===== src/rtl/sgw_pkg.sv =====
// ----------------------------------------------------------------------------
// sgw_pkg
// Types and codes shared by the scatter-gather page DMA address walker.
// ----------------------------------------------------------------------------
package sgw_pkg;

  localparam int SGW_HANDLE_COUNT = 256;
  localparam int SGW_ADDR_BITS    = 64;
  localparam int QUEUE_DEPTH      = 2;

  localparam logic [2:0] REQ_ADD   = 3'd0;
  localparam logic [2:0] REQ_BEGIN = 3'd1;
  localparam logic [2:0] REQ_RX    = 3'd2;
  localparam logic [2:0] REQ_TX    = 3'd3;
  localparam logic [2:0] REQ_END   = 3'd4;
  localparam logic [2:0] REQ_RESET = 3'd5;

  localparam logic [2:0] ST_OK        = 3'd0;
  localparam logic [2:0] ST_BUSY      = 3'd1;
  localparam logic [2:0] ST_FULL      = 3'd2;
  localparam logic [2:0] ST_EXHAUSTED = 3'd3;
  localparam logic [2:0] ST_TOO_LONG  = 3'd4;

  localparam logic [1:0] CFG_PAGE_SHIFT   = 2'd0;
  localparam logic [1:0] CFG_ADDR_WIDTH   = 2'd1;
  localparam logic [1:0] CFG_TRANSFER_LEN = 2'd2;

  localparam logic [4:0] PAGE_SHIFT_RESET = 5'd12;
  localparam logic [6:0] ADDR_WIDTH_RESET = 7'd64;

  typedef struct packed {
    logic [2:0]  req_type;
    logic [63:0] handle_addr;
    logic [16:0] tx_len;
  } req_t;

  typedef struct packed {
    logic        result_kind;
    logic [63:0] bus_addr;
    logic [16:0] burst_len;
    logic [15:0] buf_offset;
    logic        is_write;
    logic [2:0]  status_code;
    logic [16:0] bytes_moved;
    logic        engine_idle;
    logic        run_finished;
    logic        last;
  } rsp_t;

  typedef struct packed {
    logic [2:0]  op;
    logic [63:0] handle_addr;
    logic [16:0] tx_len;
  } cmd_t;

endpackage


===== src/rtl/sgw_front.sv =====
// ----------------------------------------------------------------------------
// sgw_front
// Request intake: drops unused selectors and queues commands for the engine.
// ----------------------------------------------------------------------------
module sgw_front (
  input  logic          clk,
  input  logic          rst,
  input  logic          req_valid,
  output logic          req_ready,
  input  sgw_pkg::req_t req,
  output logic          cmd_valid,
  input  logic          cmd_pop,
  output sgw_pkg::cmd_t cmd
);
  import sgw_pkg::*;

  localparam int PW = (QUEUE_DEPTH > 1) ? $clog2(QUEUE_DEPTH) : 1;
  localparam int FW = $clog2(QUEUE_DEPTH + 1);

  cmd_t          entries [QUEUE_DEPTH];
  logic [PW-1:0] wr_ptr;
  logic [PW-1:0] rd_ptr;
  logic [FW-1:0] fill;
  logic          push;
  logic          pop;

  assign req_ready = (fill != FW'(QUEUE_DEPTH));
  assign push      = req_valid && req_ready && (req.req_type <= REQ_RESET);
  assign cmd_valid = (fill != '0);
  assign pop       = cmd_pop && cmd_valid;
  assign cmd       = entries[rd_ptr];

  always_ff @(posedge clk) begin
    if (rst) begin
      wr_ptr <= '0;
      rd_ptr <= '0;
      fill   <= '0;
    end else begin
      if (push) begin
        wr_ptr <= (wr_ptr == PW'(QUEUE_DEPTH - 1)) ? '0 : wr_ptr + 1'b1;
      end
      if (pop) begin
        rd_ptr <= (rd_ptr == PW'(QUEUE_DEPTH - 1)) ? '0 : rd_ptr + 1'b1;
      end
      if (push && !pop) begin
        fill <= fill + 1'b1;
      end else if (pop && !push) begin
        fill <= fill - 1'b1;
      end
    end
  end

  always_ff @(posedge clk) begin
    if (push) begin
      entries[wr_ptr] <= '{op: req.req_type, handle_addr: req.handle_addr,
                           tx_len: req.tx_len};
    end
  end

endmodule


===== config.mk =====
export PLATFORM = sky130hd
export DESIGN_NAME = sgw_front
export DESIGN_NICKNAME = d
export VERILOG_FILES = /design/src/rtl/sgw_pkg.sv /design/src/rtl/sgw_front.sv
export SDC_FILE = /design/constraint.sdc
export NUM_CORES = 1
export LEC_CHECK = 0
export ABC_AREA = 1
export BUFFER_PORTS_ARGS = -buffer_cell sky130_fd_sc_hd__buf_4
export CAP_MARGIN = 30
export CORE_MARGIN = 2
export CORE_UTILIZATION = 50
export DETAILED_ROUTE_END_ITERATION = 16
export PLACE_DENSITY = 0.87
export RECOVER_POWER = 100
export REMOVE_ABC_BUFFERS = 1
export SETUP_SLACK_MARGIN = 0.15
export SLEW_MARGIN = 15
export SYNTH_ARGS = -nofsm -noshare
export SYNTH_HDL_FRONTEND = slang
export SYNTH_SLANG_ARGS = --single-unit
export TNS_END_PERCENT = 50

===== constraint.sdc =====
create_clock -name clk -period 8.9 [get_ports clk]
set_input_delay 0 -clock clk [delete_from_list [all_inputs] [get_ports clk]]
set_output_delay 0 -clock clk [all_outputs]
set_load 0.005 [all_outputs]

Word-level counts from Yosys, hierarchy flattened
Memories as Yosys holds them, arrays and structs flattened. A register that Yosys moved wholly into a read port is not among the register bits.
Cells that the tools add are included.
{ "totals": {"regBits": 4, "ramBits": 168, "inputBits": 88, "out_inout_bits": 86, "elab_cells": 27, "n_memories": 1} }
{ "classes": {"n_addsub": 4, "order_cmp": 1, "eq_ne": 1, "n_mux": 8, "n_reduce_logical": 9} }
{ "mem_list": {"columns": ["memory", "depth", "word_bits", "rd", "rd_ports_with_merged_regs", "write_ports", "line_no", "source"], "rows": [
  ["entries", 2, 84, 1, 1, 1, "sgw_front.sv:20", "cmd_t entries [QUEUE_DEPTH];"]
]} }
{ "ops": {"columns": ["op", "count"], "rows": [
  ["two-way mux 1 bit", 6],
  ["logical AND 1 bit", 5],
  ["two-way mux 2 bit", 2],
  ["nonzero test 2 bit", 2],
  ["<= comparator 3 bit, second input constant", 1],
  ["adder 1 bit, second input constant", 2],
  ["adder 2 x 1 -> 2 bit, second input constant", 1],
  ["zero test 1 bit", 2],
  ["!= test 2 bit, second input constant", 1],
  ["subtractor 2 x 1 -> 2 bit, second input constant", 1]
]} }

Depth between registers and ports, before layout
{ "depth": {"ltp_word": 7, "mapped_depth": 10, "depth_no_buf": 10} }

Worst setup path before layout
OpenSTA, ideal clock, no wires.
{ "synth_timing": {"kind": "register to register", "start": "reg fill[1]", "end": "mem entries[0][0] (netlist bit) (enable)", "setup_ns": 0.630, "arrival_ns": 6.144, "t_required_ns": 8.270, "setup_slack_ns": 2.126, "stages_incl_launch_ff": 4, "path_buffers": 0, "period_less_slack_ns": 6.774, "path_cell_list": "dfxtp_1 -> inv_1 -> nor2_1 -> nor3_1"} }
{ "synth_between": {"elab_chain_len": 5} }
{ "synth_lines": {"columns": ["element", "line_no", "source"], "rows": [
  ["start: declaration", "sgw_front.sv:23", "logic [FW-1:0] fill;"],
  ["start signal: assignment", "sgw_front.sv:46", "fill <= fill + 1'b1;"],
  ["start signal: assignment", "sgw_front.sv:48", "fill <= fill - 1'b1;"],
  ["!= test 2 bit", "sgw_front.sv:27", "assign req_ready = (fill != FW'(QUEUE_DEPTH));"],
  ["logical AND 1 bit (2 in series)", "sgw_front.sv:28", "assign push = req_valid && req_ready && (req.req_type <= REQ_RESET);"],
  ["two-way mux 1 bit", "sgw_front.sv:54", "if (push) begin"],
  ["two-way mux 1 bit (not written as such)", "sgw_front.sv:55", "entries[wr_ptr] <= '{op: req.req_type, handle_addr: req.handle_addr,"],
  ["end: declaration", "sgw_front.sv:20", null]
]} }
No other way between the ends.

Final worst setup path
{ "layout_timing": {"start": "reg fill[1]", "end": "mem entries[1][35] (netlist bit) (enable)"} }
{ "layout_between": {"elab_chain_len": 5} }
{ "layout_lines": {"columns": ["element", "line_no", "source"], "rows": [
  ["!= test 2 bit", "sgw_front.sv:27", null],
  ["logical AND 1 bit (2 in series)", "sgw_front.sv:28", null],
  ["named net push", "sgw_front.sv:24", "logic push;"],
  ["two-way mux 1 bit", "sgw_front.sv:54", null],
  ["two-way mux 1 bit (not written as such)", "sgw_front.sv:55", null]
]} }
The timed path passes the listed nets, and every way through them passes these cells.

==> results.json <==
{
  "cts_sinks": 173,
  "path_buf_inv": 4,
  "wirelength_um": 13300,
  "status": "complete, but fails checks",
  "drt-pass1-iter-count": 4,
  "drv_cap": 6,
  "grt_setup_unrepaired": "false",
  "route.detailed.drc": 0,
  "cts_tree": "built",
  "grt_antenna_before_repair": 1,
  "ys_types": 15,
  "r2r-start": "fill[1]$_SDFFE_PP0P_",
  "fillers": 840,
  "drv_slew": 261,
  "fmax_mhz": 201,
  "wl_met1_um": 5100,
  "yosysWarnings": 0,
  "ys_seq_area_frac": 0.785,
  "path_clk_slew_ns": 0.06,
  "crit_fanout": 49,
  "top_layer_used": "met4",
  "worst-path-stages": 7,
  "worst_slew_pin_slew_ns": 2.72,
  "die_area_sq_mm": 0.0140,
  "coreArea_sq_mm": 0.0127,
  "postCtsHoldBufs": 86,
  "rows": 41,
  "final_hold_viol_count": 0,
  "fin_skew_ns": 0.00931,
  "tns_ns": 0,
  "wl_met3_um": 782,
  "vias_per_cell": 4.82,
  "required_ns": 8.87,
  "crit_slowest_cell": "clkbuf_1",
  "cp-start-kind": "flip-flop",
  "hold_class": "in2reg",
  "gp_congestion": 0.703,
  "grt-ovfl-total": 0,
  "min_period_over_period": 0.560,
  "cts-root-buf": "clkbuf_16",
  "maxSlewHeadroom": -0.816,
  "grt_pass1_wl_um": 20400,
  "r2r_cells": 7,
  "path_delay_family": "buffers and inverters",
  "grt_pass1_vias": 4053,
  "hpwl_um": 7780,
  "clockBufferDepth": 2,
  "die_y_um": 118,
  "p_per_area_mw_per_mm2": 249,
  "postSynthAreaPerCell_sq_um": 21.8,
  "cts_setup_buffers": 0,
  "numCtsBuffers": 17,
  "peakVddDrop_uv": 193,
  "crit_path_end_kind": "flip-flop",
  "worst_r2r_endpoint": "entries[1][35]$_DFFE_PP_",
  "drtIter0Drc": 198,
  "critPathLaunch": "fill[1]$_SDFFE_PP0P_",
  "synth-seq-cells": 173,
  "worstPathArrival_ns": 4.95,
  "r2r_slack_ns": 3.92,
  "synthCells": 300,
  "routedWlPerCell_um": 17.5,
  "nets": 663,
  "ant_nets": 0,
  "clock_latency_ns": 0.41,
  "port_buffers": 173,
  "setup_viol": 0,
  "min_period_ns": 4.98,
  "critical-path-max-stage-delay_ns": 2.02,
  "start_util": 0.515,
  "netlist_area_sq_mm": 0.00655,
  "finalInstanceArea_sq_mm": 0.00918,
  "grt_max_degree": 50,
  "htree_levels": 4,
  "crit_chain": "inv_1, nor2_1, nor2_1, nand2_1, clkinvlp_2, clkbuf_1, clkbuf_1",
  "dr_total_vias": 3661,
  "ctsResizeCount": 0,
  "placed_cell_area_sq_mm": 0.00804,
  "crit_path_end": "entries[1][35]$_DFFE_PP_",
  "drive_above_1_share": 0.341,
  "fp.dieW_um": 118,
  "wl_met2_um": 7340,
  "grt_util_all_layers": 0.193,
  "ios": 174,
  "critPathKind": "reg2reg",
  "leakage_uw": 0.00338,
  "area.growth.synth_to_final_pct": 40.0,
  "violations": "max-capacitance violations, max-slew violations"
}
==> how the worst min path moves through the flow <==
| stage | startpoint | end | slack, ns | cells after the start |
|---|---|---|---|---|
| after floorplan | req[0] | entries[0][0]$_DFFE_PP_ | 0.1 | 0 |
| after global placement | req[65] | entries[0][65]$_DFFE_PP_ | 0.18 | 1 |
| after detailed placement | req[68] | entries[0][68]$_DFFE_PP_ | 0.19 | 1 |
| after CTS | req_valid | wr_ptr$_SDFFE_PP0P_ | 0.04 | 5 |
| after global routing | req_valid | wr_ptr$_SDFFE_PP0P_ | 0.11 | 5 |
| final | req_valid | wr_ptr$_SDFFE_PP0P_ | 0.12 | 5 |
==> worst min-delay path, cell delays in order <==
cell and delay [ns]:
buf_4 0.11, nand2_1 0.12, nor2_1 0.11, nor2_1 0.09, nor2_1 0.05
==> report_power, final <==
group	switching (uW)	internal (uW)	total [uW]	leakage [uW]
clock	293	498	790	0.000301
sequential	40.3	1000	1040	0.00159
combinational	202	248	451	0.00149
total	535	1750	2290	0.00338
==> final cells by class <==
type,count,area (sq um),area share
tap,172,215,0.0235
clock buffer,17,425,0.0464
antenna,1,2.50,0.000273
multi-input combinational,110,1070,0.117
sequential,173,5140,0.561
inverter,8,31.3,0.00341
timing repair buffer,264,2060,0.225
clock inverter,15,219,0.0239
==> cells in the final DEF, fill, tap and decap left out <==
master	n
nand3_1	2
clkinvlp_4	4
clkbuf_16	17
clkinv_1	2
inv_1	7
mux2_1	58
buf_4	63
clkbuf_4	79
clkinv_4	1
edfxtp_1	168
o21ai_0	1
a21oi_1	2
ha_1	1
nand4_1	1
mux2_4	2
clkinvlp_2	1
nor2_1	7
dlygate4sd3_1	86
diode_2	1
inv_6	2
nand2_1	11
mux2_2	24
nor3_2	1
clkinv_2	1
bufinv_16	5
clkbuf_1	36
dfxtp_1	5
==> routing by layer <==
metal,global-route usage,vias to the layer above
met5,0,-
met4,0.0573,0
met3,0.0642,6
met2,0.365,138
met1,0.200,1792
li1,-,1725
==> through the flow <==
step	worst slack [ns]	hold slack (ns)	util	std cells	total power (uW)
6_report	3.92	0.115	0.721	760	2290
5_1_grt	3.45	0.110	0.721	760	2380
4_1_cts	6.32	0.0385	0.751	759	2380
3_5_place_dp	6.72	0.187	0.632	641	1560
3_3_place_gp	6.80	0.185	0.630	640	1540
2_1_floorplan	2.13	0.0989	-	291	1360
==> kinds of logic (layout without fill, tap and decap cells) <==
kind of cell             after synthesis  count (layout)  share of synthesized area
other                                  0               1                          0
AO/OA/AOI/OAI                          3               3                    0.00229
adder cells (fa/ha/maj)                1               1                    0.00191
multiplexers                          84              84                      0.179
buffers and inverters                 17             304                     0.0181
flip-flops                           173             173                      0.785
AND/OR/NAND/NOR                       22              22                     0.0136
==> flip-flops by register name, summed over array words and instances, names as in the netlist, named ones only <==
signal	flops
entries	168
wr_ptr	1
rd_ptr	1
fill	2
==> synthesized netlist by cell type, drive strengths merged <==
| master | count | area share |
|---|---|---|
| a21oi | 2 | 0.0015 |
| buf | 9 | 0.014 |
| dfxtp | 5 | 0.015 |
| edfxtp | 168 | 0.77 |
| ha | 1 | 0.0019 |
| inv | 8 | 0.0046 |
| mux2 | 84 | 0.18 |
| nand2 | 11 | 0.0063 |
| nand3 | 2 | 0.0015 |
| nand4 | 1 | 0.00096 |
| nor2 | 7 | 0.0040 |
| nor3 | 1 | 0.00076 |
| o21ai | 1 | 0.00076 |
No activity file was read; power rests on OpenSTA's default activity.
